==> src/sv/sdc_pkg.sv <==
// ----------------------------------------------------------------------------
// sdc_pkg
// shared constants and request kind codes for the swinging door compressor
// ----------------------------------------------------------------------------
package sdc_pkg;

  localparam int VALUE_BITS_DEF = 16;
  localparam int TIME_BITS_DEF  = 32;
  localparam int FRAC_BITS_DEF  = 4;

  localparam int DEV_BITS    = 12;
  localparam int QUEUE_DEPTH = 2;

  localparam int KIND_BITS = 2;
  localparam logic [KIND_BITS-1:0] KIND_FIRST  = 2'd0;
  localparam logic [KIND_BITS-1:0] KIND_SECOND = 2'd1;
  localparam logic [KIND_BITS-1:0] KIND_LATER  = 2'd2;

endpackage

==> src/sv/sdc_front.sv <==
// ----------------------------------------------------------------------------
// sdc_front
// accepts samples, drops those not later in time, tags kept ones by kind
// ----------------------------------------------------------------------------
module sdc_front #(
  parameter int VALUE_BITS = sdc_pkg::VALUE_BITS_DEF,
  parameter int TIME_BITS  = sdc_pkg::TIME_BITS_DEF
) (
  input  logic                                          clk,
  input  logic                                          rst_n,
  input  logic                                          in_valid,
  output logic                                          in_stall,
  input  logic [TIME_BITS-1:0]                          in_sample_time,
  input  logic signed [VALUE_BITS-1:0]                  in_sample_value,
  input  logic                                          q_full,
  output logic                                          q_push,
  output logic [sdc_pkg::KIND_BITS+TIME_BITS+VALUE_BITS-1:0] q_data
);

  logic [1:0]                      kept_cnt_r, kept_cnt_nxt;
  logic [TIME_BITS-1:0]            last_time_r, last_time_nxt;
  logic                            accept;
  logic                            keep;
  logic [sdc_pkg::KIND_BITS-1:0]   kind;

  assign in_stall = q_full;
  assign accept   = in_valid && !in_stall;

  always_comb begin
    keep = 1'b1;
    kind = sdc_pkg::KIND_LATER;
    if (kept_cnt_r == 2'd0) begin
      kind = sdc_pkg::KIND_FIRST;
    end else if (in_sample_time <= last_time_r) begin
      keep = 1'b0;
    end else if (kept_cnt_r == 2'd1) begin
      kind = sdc_pkg::KIND_SECOND;
    end
  end

  assign q_push = accept && keep;
  assign q_data = {kind, in_sample_time, in_sample_value};

  always_comb begin
    kept_cnt_nxt  = kept_cnt_r;
    last_time_nxt = last_time_r;
    if (q_push) begin
      last_time_nxt = in_sample_time;
      if (kept_cnt_r != 2'd2) begin
        kept_cnt_nxt = kept_cnt_r + 2'd1;
      end
    end
  end

  always_ff @(posedge clk) begin
    if (!rst_n) begin
      kept_cnt_r  <= 2'd0;
      last_time_r <= '0;
    end else begin
      kept_cnt_r  <= kept_cnt_nxt;
      last_time_r <= last_time_nxt;
    end
  end

  a_kept_time_tracked: assert property (@(posedge clk) disable iff (!rst_n)
    q_push |=> last_time_r == $past(in_sample_time))
    else $error("last kept time not updated");

  a_no_push_when_full: assert property (@(posedge clk) disable iff (!rst_n)
    q_push |-> !q_full)
    else $error("push into full queue");

endmodule

==> config.mk <==
export PLATFORM = sky130hd
export DESIGN_NAME = sdc_front
export DESIGN_NICKNAME = d
export VERILOG_FILES = /design/src/sv/sdc_pkg.sv /design/src/sv/sdc_front.sv
export SDC_FILE = /design/constraint.sdc
export NUM_CORES = 1
export LEC_CHECK = 0
export BUFFER_PORTS_ARGS = -buffer_cell sky130_fd_sc_hd__buf_2
export CELL_PAD_IN_SITES_DETAIL_PLACEMENT = 1
export CELL_PAD_IN_SITES_GLOBAL_PLACEMENT = 2
export CORE_ASPECT_RATIO = 1.5
export CORE_MARGIN = 2
export CORE_UTILIZATION = 29
export DETAILED_ROUTE_END_ITERATION = 10
export GPL_TIMING_DRIVEN = 0
export HOLD_SLACK_MARGIN = 0.08
export PLACE_DENSITY = 0.85
export SLEW_MARGIN = 20
export SYNTH_ARGS = -nofsm -noshare
export SYNTH_HDL_FRONTEND = slang
export SYNTH_SLANG_ARGS = --single-unit
==> constraint.sdc <==
create_clock -name clk -period 5.4 [get_ports clk]
set_input_delay 0.27 -clock clk [delete_from_list [all_inputs] [get_ports clk]]
set_output_delay 0.27 -clock clk [all_outputs]
set_load 0.02 [all_outputs]
==> out/results.tsv, run 1 <==
stage	metric	value	unit
yosys	synthArstFlopShare	0	%
layout	num_antenna_cells	0	
clock_network	ctsResizeCount	0	
timing	slew_headroom	63.5	%
clock_network	post-cts-setup-buffer-count	0	
yosys	syn-cell-area	2660	um^2
layout	nets	503	
timing	drv_slew	0	
floorplanning	pin_count	104	
global_route	grtUsageMet3	2.38	%
clock_network	clk_path_buf_depth	2	
route	avgRoutedWirePerCell	12.3	um
timing	timing.fmax	338	MHz
floorplanning	die_h	121	um
yosys	yosysUniqueCellTypes	30	
yosys	synth_nets	410	
yosys	synth_top_area_cell	dfxtp_1	
placement	port_buffers	86	
route	firstDrtPassIters	5	
timing	tightestPinTransition	547	ps
yosys	yosysSeqAreaShare	25.6	%
layout	area_delta_synth_final	27.7	%
timing	final-setup-viol-count	0	
yosys	synth_area_per_cell	8.23	um^2
floorplanning	coreArea	8880	um^2
route	vias	2392	
route	via_per_inst	4.55	
worst_hold_path	hold_path.class	in -> reg	
clock_network	cts_tree	yes	
global_route	gr-max-usage-layer	met2	
yosys	synthTopCellsByArea	dfxtp_1, ha_1, buf_4, mux2i_1, nand2_1	
timing	setup_tns	0	ps
timing	rsz0062_at_grt	false	
route	antenna_left	0	
worst_setup_path	crit_arrival	2690	ps
worst_setup_path	crit_path_end_kind	primary output	
outcome	outcome	completed	
route	dr.first_iter.drc_count	40	
floorplanning	die_w	82.2	um
yosys	ys.flop_type	dfxtp_1	
clock_network	cts.clk_slew.worst_paths	60	ps
timing	skew	5.24	ps
floorplanning	start_util	29.9	%
clock_network	cts_hold_buf	0	
global_route	grtUsageTotal	13.9	%
floorplanning	rows	42	
clock_network	cts_buffers	5	
yosys	synth_edf_count	0	
worst_setup_path	worstPathMaxFanout	10	
yosys	synth_top_cells_by_count	nand2_1, buf_4, ha_1	
global_route	antenna_found_initial	0	
yosys	ys_warn_count	0	
route	wl	6.45	mm
clock_network	htreeDepth	2	
power_and_ir_drop	p_leak	1.74	nW
yosys	synth.top_cell.area_share	25.6	%
flow_run	max_cap_violations	0	
placement	gp_congestion	0.786	
yosys	postSynthRegisterBits	34	
yosys	synthCells	323	
clock_network	root_buffer	clkbuf_16	
global_route	overflow	0	
worst_setup_path	crit_type	reg -> out	
timing	min_period	2960	ps
yosys	yosysMostFrequentCell	nand2_1	
power_and_ir_drop	power_density	247	nW/um^2
global_route	grt_start_max_net_pins	11	
global_route	grt_use_met1	15.3	%
floorplanning	die-area	9970	um^2
worst_setup_path	start_kind	flop	
power_and_ir_drop	worst_ir_drop_vdd	108	uV
route	drc	0	
layout	drive_gt1_share	36.1	%
clock_network	clk-insertion-delay-late	280	ps
placement	dpl.hpwl	5.22	mm
global_route	met2_usage	25.4	%
timing	fin_crit_sh	54.8	%
worst_setup_path	crit_required	5130	ps
power_and_ir_drop	total_power	0.840	mW
clock_network	clock-sinks	34	
global_route	grt_pass1_vias	2360	
global_route	grt_pass1_wl	10.7	mm
timing	hold_viol_final	0	
-- registers in the layout (all words and copies together) (netlist names) --
signal	cells
last_time_r	32
kept_cnt_r	2
-- worst paths after layout --
kind / from / endpoint / slack, ps / cells after the start
min: in_sample_time[3] / last_time_r[3] / 250 / 3
min reg2reg: last_time_r[19] / last_time_r[19] / 460 / 2
max reg2reg: last_time_r[13] / last_time_r[2] / 2880 / 10
max: last_time_r[13] / q_push / 2440 / 11
-- per-stage QoR --
stage	area, um^2	std cells	util, %	hold slack (ps)	setup slack, ps
floorplan	2660	323	-	409	3130
global placement	3230	519	36.3	444	2650
detailed placement	3230	519	36.3	459	2650
CTS	3400	526	38.2	248	2370
global route	3400	526	38.2	260	2240
finish	3400	526	38.2	252	2440
-- layout by cell type, fill, tap and decap left out, drive strengths merged --
master	Yosys	routed
and4	1	1
nand3	7	7
o41ai	1	1
a21oi	14	14
bufinv	0	1
buf	52	138
nor3	2	2
o211ai	1	1
and2	1	1
a22o	1	1
clkbuf	8	14
a31oi	1	1
inv	35	35
nor3b	2	2
a21boi	1	1
mux2i	34	34
dfxtp	34	34
o21ai	4	4
a221oi	1	1
nand4	7	7
nor4	1	1
nand2	72	72
a21o	3	3
nor2	3	3
nor2b	1	1
a211oi	1	1
ha	35	35
-- power by group --
group	internal [mW]	switching (mW)
registers	0.268	0.00872
clock network	0.228	0.109
logic	0.103	0.124
-- metal layers --
metal	routed length (um)	vias up	part of all wire [%]
met5	0	-	0
met4	92	0	1.4
met3	362	6	5.6
met2	3490	71	54
met1	2500	1120	39
li1	-	1195	-
-- critical path, cell delays in order (launching register included) --
cell	delay (ps)
dfxtp_1	330
inv_1	40
ha_1	290
nand4_1	170
nor3_1	110
a21boi_1	160
o41ai_2	340
nand3_2	180
o21ai_4	400
buf_12	200
inv_2	30
buf_2	140
-- layout make-up --
type / count / area [um^2]
Fill cell: 1104 / 5490
Multi-Input combinational cell: 194 / 1390
Sequential cell: 34 / 681
Buffer: 60 / 458
Timing Repair Buffer: 86 / 430
Clock buffer: 6 / 139
Tap cell: 110 / 138
Inverter: 35 / 131
Clock inverter: 1 / 30.0
-- cell families after synthesis --
kind of cell               share of synthesized area (%)
DFF                                                 25.6
buffers and inverters                               22.2
adders and majority gates                           16.5
muxes                                               12.8
and+or+nand+nor                                     16.0
AOI/OAI and AO/OA                                   7.01
(Power assumes the default switching activity.)
==> inputs of run 2 (changes only) <==
--- a/config.mk
+++ b/config.mk
@@ -10,11 +10,11 @@
 export CELL_PAD_IN_SITES_GLOBAL_PLACEMENT = 2
 export CORE_ASPECT_RATIO = 1.5
 export CORE_MARGIN = 2
-export CORE_UTILIZATION = 29
+export CORE_UTILIZATION = 25
 export DETAILED_ROUTE_END_ITERATION = 10
 export GPL_TIMING_DRIVEN = 0
 export HOLD_SLACK_MARGIN = 0.08
-export PLACE_DENSITY = 0.85
+export PLACE_DENSITY = 0.78
 export SLEW_MARGIN = 20
 export SYNTH_ARGS = -nofsm -noshare
 export SYNTH_HDL_FRONTEND = slang
==> constraint.sdc (replaced) <==
create_clock -name clk -period 2.4 [get_ports clk]
set_input_delay 0.12 -clock clk [delete_from_list [all_inputs] [get_ports clk]]
set_output_delay 0.12 -clock clk [all_outputs]
set_load 0.02 [all_outputs]
==> out/results.tsv, run 2 (same netlist as run 1, synthesis figures left out) <==
stage	metric	value	unit	change
timing	tightestPinTransition	602	ps	+54.9 ps
worst_setup_path	max_stage_delay	330	ps	-70 ps
floorplanning	die_h	130	um	+7.5%
power_and_ir_drop	p_leak	1.84	nW	+5.7%
clock_network	cts_tree	yes		
floorplanning	rows	46		+9.5%
layout	stdcell_count	571		+8.6%
outcome	violations	setup timing		
worst_setup_path	rr_worst_depth	11		+1
worst_setup_path	cp_slowest_cell	dfxtp_2		
timing	timing.fmax	405	MHz	
worst_setup_path	timing.rr.start	last_time_r[1]		
clock_network	cts_buffers	5		unchanged
worst_hold_path	worstHoldPathCells	3		unchanged
layout	largest_register	last_time_r		
floorplanning	coreArea	10500	um^2	+18%
route	drc	0		unchanged
global_route	overflow	0		unchanged
worst_hold_path	hold_start	in_sample_time[3]		
timing	hold_viol_final	0		unchanged
placement	gp_congestion	0.716		-8.8%
worst_setup_path	r2r_end	last_time_r[30]		
worst_setup_path	crit_required	2280	ps	-2850 ps
clock_network	clock-sinks	34		unchanged
layout	top_regs	last_time_r (32), kept_cnt_r (2)		
worst_setup_path	start_kind	flop		
flow_run	max_cap_violations	0		unchanged
timing	min_period	2470	ps	
route	avgRoutedWirePerCell	12.6	um	+3.1%
outcome	outcome	finished with violations		
worst_hold_path	holdPathEnd	last_time_r[3]		
global_route	grt_start_max_net_pins	11		unchanged
layout	drive_gt1_share	45.4	%	+9.4 points
timing	slew_headroom	59.9	%	-3.7 points
clock_network	cts.clk_slew.worst_paths	50	ps	about the same
layout	area_delta_synth_final	42.3	%	
floorplanning	start_util	25.4	%	-4.6 points
timing	final-setup-viol-count	5		+5
worst_setup_path	worstPathCellList	inv_2 -> ha_4 -> nor2b_1 -> o211ai_1 -> a21boi_2 -> o41ai_2 -> nand3_2 -> o21ai_4 -> buf_12 -> inv_4 -> buf_6		
placement	dpl.hpwl	5.39	mm	+3.3%
floorplanning	pin_count	104		unchanged
clock_network	htreeDepth	2		unchanged
timing	rsz0062_at_grt	true		
worst_hold_path	hold_path.class	in -> reg		
route	via_per_inst	4.32		-5.0%
layout	largest_reg_flops	32		unchanged
route	antenna_left	0		unchanged
timing	drv_slew	0		unchanged
floorplanning	die_w	88.2	um	+7.3%
global_route	grt_pass1_wl	11.2	mm	+4.4%
route	vias	2467		+3.1%
global_route	grtUsageTotal	12.6	%	-1.3 points
floorplanning	die-area	11500	um^2	+15%
worst_setup_path	worstPathMaxFanout	3		-7
layout	fill_cells	1280		+16%
timing	postLayoutSetupSlackWorst	-67.9	ps	-2510 ps
power_and_ir_drop	power_density	527	nW/um^2	+110%
worst_setup_path	crit_path_end_kind	primary output		
worst_setup_path	r2r_slack	-10	ps	-2890 ps
power_and_ir_drop	worst_ir_drop_vdd	237	uV	+120%
placement	detailedPlace.worstSlack	-152	ps	-2800 ps
placement	port_buffers	86		unchanged
route	firstDrtPassIters	4		-1
placement	dpl.cell_count	553		+6.6%
clock_network	root_buffer	clkbuf_16		
timing	skew	7.48	ps	+2.24 ps
clock_network	clk-insertion-delay-late	280	ps	about the same
layout	nets	514		+2.2%
layout	final_common_cell	buf_2		
timing	fin_crit_sh	103	%	
worst_setup_path	crit_type	reg -> out		
layout	num_antenna_cells	0		unchanged
clock_network	clk_path_buf_depth	2		unchanged
worst_setup_path	crit_arrival	2350	ps	-340 ps
layout	final_cell_mix	buf_2, nand2_1, buf_4		
global_route	antenna_found_initial	0		unchanged
clock_network	cts_hold_buf	0		unchanged
global_route	grt_pass1_vias	2434		+3.1%
route	wl	7.21	mm	+12%
route	dr.first_iter.drc_count	44		+10%
-- run 2: how the worst max path moves through the flow --
stage | startpoint | endpoint | slack, ps | cells after the start
after global routing | last_time_r[14] | q_push | -190 | 11
final | last_time_r[1] | q_push | -70 | 11
after floorplan | last_time_r[5] | last_time_r[10] | 240 | 10
after CTS | last_time_r[5] | q_push | -20 | 11
after global placement | last_time_r[13] | q_push | -130 | 11
after detailed placement | last_time_r[14] | q_push | -150 | 11
-- run 2: where the power goes --
group | internal (mW) | total [mW] | switching [mW] | leakage (nW)
combinational | 0.289 | 0.604 | 0.316 | 1.48
sequential | 0.604 | 0.624 | 0.0197 | 0.281
clock | 0.513 | 0.768 | 0.255 | 0.0829
-- run 2: final cells by class --
class	instances	area, um^2	share of cell area, %
Clock inverter	1	30.0	0.794
Inverter	35	134	3.54
Multi-Input combinational cell	194	1580	41.7
Sequential cell	34	691	18.3
Tap cell	144	180	4.76
Timing Repair Buffer	97	574	15.2
Buffer	60	458	12.1
Clock buffer	6	139	3.67
-- run 2: worst max-delay path: cells and delay by family, from the launching register on --
| kind | cells | cell delay [ps] |
|---|---|---|
| compound gates | 4 | 860 |
| fa+ha+maj | 1 | 230 |
| buf+inv | 4 | 310 |
| flops | 1 | 330 |
| simple gates | 2 | 340 |
-- run 2: layer usage --
layer	share of wire [%]	vias to the layer above	GRT usage, %
met5	0	-	0
met4	1.3	0	4.28
met3	4.7	4	2.34
met2	55	70	24.5
met1	39	1177	13.1
li1	-	1216	-
-- run 2: timing repair --
action	in CTS	in global routing
resized for setup	34	10
setup buffers	7	2
cloned	0	2
setup endpoints to repair	32	36
hold endpoints to repair	0	0
pin swaps	15	3
-- run 2: metrics by stage --
step	hold slack, ps	cell area [um^2]	utilization [%]	power [mW]	TNS (ps)
finish	107	3780	36.1	2.00	-98.9
global route	113	3780	36.1	2.10	-4450
CTS	102	3670	35.0	1.99	-87.1
detailed placement	400	3270	31.2	1.16	-3440
global placement	391	3270	31.2	1.14	-2370
floorplan	259	2660	-	0.994	0
