--- src/sv/sdc_pkg.sv ---
// ----------------------------------------------------------------------------
// sdc_pkg
// shared constants and request kind codes for the swinging door compressor
// ----------------------------------------------------------------------------
package sdc_pkg;

  localparam int VALUE_BITS_DEF = 16;
  localparam int TIME_BITS_DEF  = 32;
  localparam int FRAC_BITS_DEF  = 4;

  localparam int DEV_BITS    = 12;
  localparam int QUEUE_DEPTH = 2;

  localparam int KIND_BITS = 2;
  localparam logic [KIND_BITS-1:0] KIND_FIRST  = 2'd0;
  localparam logic [KIND_BITS-1:0] KIND_SECOND = 2'd1;
  localparam logic [KIND_BITS-1:0] KIND_LATER  = 2'd2;

endpackage

--- src/sv/sdc_queue.sv ---
// ----------------------------------------------------------------------------
// sdc_queue
// short fifo of kept requests between the front and the back
// ----------------------------------------------------------------------------
module sdc_queue #(
  parameter int WIDTH = 2,
  parameter int DEPTH = sdc_pkg::QUEUE_DEPTH
) (
  input  logic             clk,
  input  logic             rst_n,
  input  logic             push,
  input  logic [WIDTH-1:0] push_data,
  output logic             full,
  input  logic             pop,
  output logic             head_valid,
  output logic [WIDTH-1:0] head_data
);

  localparam int PTR_BITS = (DEPTH > 1) ? $clog2(DEPTH) : 1;
  localparam int CNT_BITS = $clog2(DEPTH + 1);

  logic [WIDTH-1:0]    entry_r [DEPTH];
  logic [PTR_BITS-1:0] wr_ptr_r, wr_ptr_nxt;
  logic [PTR_BITS-1:0] rd_ptr_r, rd_ptr_nxt;
  logic [CNT_BITS-1:0] count_r, count_nxt;

  assign full       = (count_r == CNT_BITS'(DEPTH));
  assign head_valid = (count_r != '0);
  assign head_data  = entry_r[rd_ptr_r];

  always_comb begin
    wr_ptr_nxt = wr_ptr_r;
    rd_ptr_nxt = rd_ptr_r;
    count_nxt  = count_r;
    if (push) begin
      wr_ptr_nxt = (wr_ptr_r == PTR_BITS'(DEPTH - 1)) ? '0 : wr_ptr_r + 1'b1;
    end
    if (pop) begin
      rd_ptr_nxt = (rd_ptr_r == PTR_BITS'(DEPTH - 1)) ? '0 : rd_ptr_r + 1'b1;
    end
    if (push && !pop) begin
      count_nxt = count_r + 1'b1;
    end else if (pop && !push) begin
      count_nxt = count_r - 1'b1;
    end
  end

  always_ff @(posedge clk) begin
    if (!rst_n) begin
      wr_ptr_r <= '0;
      rd_ptr_r <= '0;
      count_r  <= '0;
    end else begin
      wr_ptr_r <= wr_ptr_nxt;
      rd_ptr_r <= rd_ptr_nxt;
      count_r  <= count_nxt;
    end
  end

  always_ff @(posedge clk) begin
    if (push) begin
      entry_r[wr_ptr_r] <= push_data;
    end
  end

  a_no_pop_when_empty: assert property (@(posedge clk) disable iff (!rst_n)
    pop |-> head_valid)
    else $error("pop from empty queue");

  a_count_bounded: assert property (@(posedge clk) disable iff (!rst_n)
    count_r <= CNT_BITS'(DEPTH))
    else $error("queue count overflow");

endmodule

--- config.mk ---
export PLATFORM = sky130hd
export DESIGN_NAME = sdc_queue
export DESIGN_NICKNAME = d
export VERILOG_FILES = /design/src/sv/sdc_pkg.sv /design/src/sv/sdc_queue.sv
export SDC_FILE = /design/constraint.sdc
export NUM_CORES = 1
export LEC_CHECK = 0
export BUFFER_PORTS_ARGS = -buffer_cell sky130_fd_sc_hd__buf_2
export CORE_AREA = 3 3 40 42
export DETAILED_ROUTE_END_ITERATION = 16
export DIE_AREA = 0 0 43 45
export GPL_TIMING_DRIVEN = 1
export MAX_ROUTING_LAYER = met4
export PLACE_DENSITY = 0.48
export SLEW_MARGIN = 20
export SYNTH_ARGS = -nofsm -noshare
export SYNTH_HDL_FRONTEND = slang
export SYNTH_SLANG_ARGS = --single-unit
--- constraint.sdc ---
create_clock -name clk -period 1.4 [get_ports clk]
set_clock_uncertainty 0.2 [all_clocks]
set_input_delay 0.21 -clock clk [delete_from_list [all_inputs] [get_ports clk]]
set_output_delay 0.21 -clock clk [all_outputs]
set_load 0.02 [all_outputs]
==> results of run 1 <==
## cells by family after synthesis
| kind of cell | Yosys count |
|---|---|
| buffers and inverters | 1 |
| muxes | 2 |
| xor gates and xnor gates | 3 |
| adders and majority gates | 1 |
| AOI/OAI and AO/OA | 3 |
| and+or+nand+nor | 9 |
| DFF | 9 |
## repair_timing
action,in CTS,in global routing
resized for setup,11,0
endpoints found under the hold margin,4,0
endpoints found under the setup margin,4,3
buffers inserted,1,0
pin swaps,0,1
hold buffers,2,0
## power groups by stage
stage	combinational (mW)	sequential, mW	clock [mW]
3_3_place_gp	0.109	0.317	0
4_1_cts	0.153	0.313	0.201
3_5_place_dp	0.113	0.319	0
6_report	0.151	0.313	0.193
5_1_grt	0.163	0.317	0.213
2_1_floorplan	0.0770	0.315	0
## layer usage
layer  global-route usage [%]  vias to the layer above  share of wire, %
li1                         -                      130                 -
met1                    7.214                      116                40
met2                    12.87                        6                54
met3                    3.586                        0               5.5
met4                    7.229                        0                 0
met5                        -                        -                 0
## path summary, 6_finish.rpt
kind / endpoint / slack, ns / from
worst min-delay path: wr_ptr_r$_SDFFE_PN0P_ / 0.009 / rst_n
worst min register to register: count_r[1]$_SDFFE_PN0P_ / 0.33 / count_r[1]$_SDFFE_PN0P_
worst max-delay path: head_data[0] / -0.05 / register
worst max register to register: count_r[1]$_SDFFE_PN0P_ / 0.05 / count_r[0]$_SDFFE_PN0P_
## cell usage in the layout, fill, tap and decap left out
cell           n
dlygate4sd3_1  2
xor2_1         2
inv_1          1
mux2_4         2
buf_2          6
dfxtp_2        2
clkbuf_4       3
or3_1          1
o21a_1         1
o21ai_0        1
buf_4          3
clkbuf_1       1
edfxtp_1       4
ha_1           1
buf_6          3
and2b_2        1
xnor2_1        1
dfxtp_1        3
and2_1         4
or2_4          1
nor2b_1        2
a21boi_1       1
## metrics by stage
step                      power (mW)  setup WS (ns)  utilization, %  std cells  hold slack [ns]
after floorplan               0.3915         0.1216               -         28           0.1089
after detailed placement      0.4319       -0.06686           34.47         54           0.2088
final                         0.6575       -0.04513           41.09         61         0.008932
after CTS                     0.6674       -0.05616           41.09         61         0.003288
after global placement        0.4250       -0.01001           34.47         54           0.2006
after global routing          0.6939       -0.08265           41.09         61          0.02064
## worst max-delay path: cells and delay by family (launching register included)
kind | cells | cell delay, ns
buffers and inverters | 1 | 0.13
DFF | 1 | 0.35
muxes | 1 | 0.30
## final cells by class
| class | count | area, um^2 | share of cell area, % |
|---|---|---|---|
| inverters | 1 | 3.754 | 0.7109 |
| repair buffers | 14 | 106.4 | 20.14 |
| multi-input cells | 18 | 150.1 | 28.44 |
| well taps | 15 | 18.77 | 3.555 |
| clock buffers | 4 | 26.28 | 4.976 |
| flip-flops and latches | 9 | 222.7 | 42.18 |
==> impl_metrics.csv, run 1 <==
group,metric,value,unit
outcome,status,"finished with violations",
outcome,violations,"setup timing",
yosys,yosysMostFrequentCell,"dfxtp_1",
setup_path,cp_max_fo,2,
sta,period_minus_slack,1.445,ns
yosys,ys_seq_elements,9,
clocking,clock-sinks,9,
sta,finalSetupTns,-0.08580,ns
power_and_ir_drop,p_clk_share,29.3,%
final_layout,layout.nets,54,
yosys,synth_common_cells,"5 x dfxtp_1, 4 x and2_1, 4 x edfxtp_1",
final_layout,syn2layout_area_growth,45.02,%
yosys,yosysTopAreaCell,"edfxtp_1",
hold_path,hold_class,"in2reg",
floorplanning,dieArea,1935,um^2
floorplanning,die_w,43,um
sta,hold_violations,0,
floorplanning,core_area,1285,um^2
floorplanning,die_h,45,um
global_routing,grt_max_degree,6,
clocking,clk_latency,0.25,ns
detailed_routing,drt_pass1_iterations,1,
final_layout,finish.instance_area,528.0,um^2
global_routing,overflow,0,
setup_path,crit_path_start_kind,"register",
global_routing,grt_pass1_vias,268,
detailed_routing,via_per_inst,4.131,
detailed_routing,vias,252,
detailed_routing,wl_per_cell,10.11,um
sta,rsz0062_at_grt,"yes",
yosys,synthSimpleGateAreaFrac,16.15,%
placed_design,port_buffers,9,
detailed_routing,drtIter0Drc,0,
power_and_ir_drop,leakage,0.2357,nW
yosys,synthArstFlopShare,0,%
sta,setup_viol,2,
placed_design,place_congestion,0.6446,
sta,slew_headroom,83.55,%
final_layout,drive_above_1_share,45.65,%
power_and_ir_drop,max-vdd-ir-drop,0.4552,mV
yosys,syn_avg_cell_area,13.00,um^2
setup_path,crit_type,"reg2out",
yosys,yosysWarnings,0,
setup_path,r2r_cells,4,
clocking,clk_path_buf_depth,2,
yosys,synthCells,28,
power_and_ir_drop,p_per_area,1245,nW/um^2
setup_path,crit_required,0.99,ns
setup_path,cp.arrival,1.04,ns
yosys,syn_area,364.1,um^2
floorplanning,rows,13,
sta,timing.final.crit_share,103.2,%
sta,tightest_slew,0.2462,ns
final_layout,nFillCells,137,
global_routing,grt_usage,8.066,%
power_and_ir_drop,pwr-share-seq,47.7,%
yosys,ys_types,15,
sta,fin_ws,-0.04513,ns
setup_path,crit_path_top_delay_cell,"dfxtp_2",
clocking,clk_pin_slew,0.06,ns
detailed_routing,drc_errors,0,
detailed_routing,drtAntennaViolNets,0,
final_layout,diodes,0,
yosys,ys.flop_type,"dfxtp_1",
power_and_ir_drop,switching_share,24.28,%
clocking,cts_tree,"built",
sta,max_freq,692.0,MHz
setup_path,worst_path_largest_cell_delay,0.35,ns
global_routing,grt_first_pass_wirelength,1041,um
setup_path,cp-end-kind,"output pin",
yosys,syn-num-nets,35,
yosys,synth_compound_area_share,5.498,%
yosys,synthXorXnorAreaFrac,7.216,%
floorplanning,ios,10,
global_routing,antenna_found_initial,0,
yosys,seq_area_frac_synth,60.48,%
yosys,synthMuxAreaShare,6.186,%
power_and_ir_drop,p_int,0.4979,mW
yosys,synth_top_area_share,32.99,%
hold_path,holdPathStages,2,
power_and_ir_drop,p_switching,0.1596,mW
yosys,synth_edf_count,4,
yosys,synthAdderAreaFrac,3.436,%
clocking,cts_inserted_buffers,3,
yosys,synth_area_leaders,"edfxtp_1 33%, dfxtp_1 27%, and2_1 6.9%",
flow_run,cap_viol_max_count,0,
placed_design,placed_cell_area,442.9,um^2
clocking,htreeDepth,1,
floorplanning,initial_core_util,28.33,%
power_and_ir_drop,p_comb_share,23.0,%
detailed_routing,wl,617,um
sta,final-max-slew-violation-count,0,
clocking,cts-root-buf,"clkbuf_4",
yosys,synth_top_family_by_area,"simple AND/OR/NAND/NOR gates",
setup_path,worstPathCellList,"mux2_4, buf_6",
No activity file was read; power rests on OpenSTA's default activity.
==> inputs of run 2 (changes only) <==
--- a/config.mk
+++ b/config.mk
@@ -5,13 +5,14 @@
 export SDC_FILE = /design/constraint.sdc
 export NUM_CORES = 1
 export LEC_CHECK = 0
+export ABC_AREA = 1
 export BUFFER_PORTS_ARGS = -buffer_cell sky130_fd_sc_hd__buf_2
 export CORE_AREA = 3 3 40 42
 export DETAILED_ROUTE_END_ITERATION = 16
 export DIE_AREA = 0 0 43 45
 export GPL_TIMING_DRIVEN = 1
 export MAX_ROUTING_LAYER = met4
-export PLACE_DENSITY = 0.48
+export PLACE_DENSITY = 0.49
 export SLEW_MARGIN = 20
 export SYNTH_ARGS = -nofsm -noshare
 export SYNTH_HDL_FRONTEND = slang
==> run 2 against run 1 <==
Against the previous run:
- worst setup slack gained 0.0095 ns
- worst hold slack gained 0.0050 ns
- largest cell class unchanged
- the flow still finishes with violations (setup timing)
- largest power group unchanged
- flip-flop and latch count is the same
- clock power is essentially flat
- core utilization shrank 1.9 points
==> impl_metrics.csv, run 2 <==
group,metric,value,unit
sta,final-max-slew-violation-count,0,
yosys,yosysTopAreaCell,"edfxtp_1",
setup_path,rr_startpoint,"count_r[0]$_SDFFE_PN0P_",
floorplanning,ios,10,
yosys,synthArstFlopShare,0,%
setup_path,crit_type,"reg2out",
yosys,seq_area_frac_synth,59.06,%
hold_path,hp-start,"rst_n",
floorplanning,dieArea,1935,um^2
global_routing,grt_first_pass_wirelength,1000,um
sta,holdWs,0.01398,ns
detailed_routing,wl_per_cell,8.225,um
yosys,ys.flop_type,"dfxtp_1",
final_layout,fin_cells,71,
final_layout,syn2layout_area_growth,35.23,%
detailed_routing,via_per_inst,4.042,
hold_path,hold_class,"in2reg",
sta,timing.final.crit_share,102.5,%
final_layout,nFillCells,133,
setup_path,cp_max_fo,2,
final_layout,fin_util,39.24,%
sta,period_minus_slack,1.436,ns
clocking,cts_tree,"built",
sta,finalSetupTns,-0.07111,ns
setup_path,rr_endpoint,"count_r[1]$_SDFFE_PN0P_",
power_and_ir_drop,p_per_area,1207,nW/um^2
power_and_ir_drop,max-vdd-ir-drop,0.5004,mV
hold_path,holdPathStages,3,
final_layout,diodes,0,
sta,fin_ws,-0.03565,ns
power_and_ir_drop,leakage,0.2544,nW
setup_path,crit_path_start_kind,"register",
global_routing,overflow,0,
sta,tightest_slew,0.1807,ns
sta,hold_violations,0,
yosys,synth_top_area_share,32.21,%
flow_run,cap_viol_max_count,0,
global_routing,grt_usage,7.612,%
hold_path,min_to,"wr_ptr_r$_SDFFE_PN0P_",
detailed_routing,vias,287,
clocking,clk_path_buf_depth,2,
floorplanning,initial_core_util,29.02,%
detailed_routing,drtAntennaViolNets,0,
final_layout,final_cell_mix,"8 x nor2_1, 8 x nand2_1, 7 x inv_1, 7 x buf_2",
clocking,cts_inserted_buffers,3,
yosys,syn_avg_cell_area,9.094,um^2
global_routing,grt_max_degree,6,
setup_path,cp-end-kind,"output pin",
clocking,cts-root-buf,"clkbuf_4",
clocking,htreeDepth,1,
setup_path,cp.arrival,1.03,ns
setup_path,crit_path_top_delay_cell,"dfxtp_2",
clocking,clk_latency,0.26,ns
yosys,syn-num-nets,48,
global_routing,antenna_found_initial,0,
floorplanning,die_w,43,um
detailed_routing,wl,584,um
yosys,ys_seq_elements,9,
sta,max_freq,696.5,MHz
setup_path,r2r_cells,6,
setup_path,worst_path_largest_cell_delay,0.35,ns
detailed_routing,drtIter0Drc,3,
clocking,clock-sinks,9,
floorplanning,die_h,45,um
yosys,ys_types,13,
yosys,synthCells,41,
setup_path,worstPathCellList,"mux2_4, buf_6",
placed_design,dp_cells,65,
yosys,synth_common_cells,"8 x nand2_1, 8 x nor2_1, 7 x inv_1, 5 x dfxtp_1, 4 x edfxtp_1",
clocking,clk_pin_slew,0.06,ns
sta,rsz0062_at_grt,"yes",
sta,slew_headroom,87.91,%
sta,setup_viol,2,
floorplanning,core_area,1285,um^2
global_routing,grt_pass1_vias,255,
setup_path,rrSetupSlack,0.38,ns
placed_design,hpwlAfterDp,444.1,um
yosys,yosysWarnings,0,
yosys,syn_area,372.9,um^2
placed_design,port_buffers,9,
outcome,violations,"setup timing",
detailed_routing,drc_errors,0,
floorplanning,rows,13,
final_layout,drive_above_1_share,30.36,%
yosys,synth_edf_count,4,
final_layout,layout.nets,64,
placed_design,place_congestion,0.6449,
outcome,status,"finished with violations",
detailed_routing,drt_pass1_iterations,4,
setup_path,crit_required,0.99,ns
yosys,synth_area_leaders,"edfxtp_1 32%, dfxtp_1 27%, nand2_1 8.1%",
## run 2: cell families after synthesis
family	synth area share, %
flip-flops	59.06
AO/OA/AOI/OAI	2.682
multiplexers	6.040
buffers and inverters	8.054
adder cells (fa/ha/maj)	3.355
AND/OR/NAND/NOR	20.81
## run 2: metrics by stage
stage	area, um^2	power, mW	setup WS, ns
3_5_place_dp	436.7	0.4056	0.1579
2_1_floorplan	372.9	0.3746	0.2893
3_3_place_gp	436.7	0.4048	0.1660
4_1_cts	504.2	0.6231	-0.05399
6_report	504.2	0.6085	-0.03565
5_1_grt	504.2	0.6451	-0.07133
## run 2: final cells by class
| cell class | instances | area [um^2] | area share [%] |
|---|---|---|---|
| flip-flops and latches | 9 | 221.5 | 43.92 |
| multi-input cells | 24 | 130.1 | 25.81 |
| repair buffers | 11 | 77.57 | 15.38 |
| inverters | 8 | 30.03 | 5.955 |
| well taps | 15 | 18.77 | 3.722 |
| clock buffers | 4 | 26.28 | 5.211 |
## run 2: worst max-delay path: cells and delay by family (launching register included)
kind / cells / cell delay [ns]
DFF: 1 / 0.35
muxes: 1 / 0.30
buffers and inverters: 1 / 0.13
## run 2: repair_timing
| action | in CTS | in global routing |
|---|---|---|
| hold buffers | 2 | 0 |
| setup endpoints to repair | 2 | 2 |
| gates resized for setup | 7 | 0 |
| setup buffers | 0 | 0 |
| hold endpoints to repair | 4 | 0 |
## run 2: layer usage
metal	track usage (%)	wire, um
met5	-	0
met1	7.160	254
met3	4.781	44
met4	3.614	6
met2	12.28	278
## run 2: how the worst max path moves through the flow
stage                                 start                      end  cells past startpoint
finish                             register             head_data[1]                      2
detailed placement                     push  count_r[1]$_SDFFE_PN0P_                      7
global route        entry_r[0][1]$_DFFE_PP_             head_data[1]                      2
CTS                                register             head_data[1]                      2
global placement                       push  count_r[1]$_SDFFE_PN0P_                      7
floorplan                          register             head_data[0]                      1
## run 2: power by group
group	internal, mW	switching, mW	leakage (nW)	total [mW]
Combinational	0.0491	0.0577	0.160	0.107
Sequential	0.296	0.0118	0.0795	0.308
Clock	0.109	0.0846	0.0150	0.194
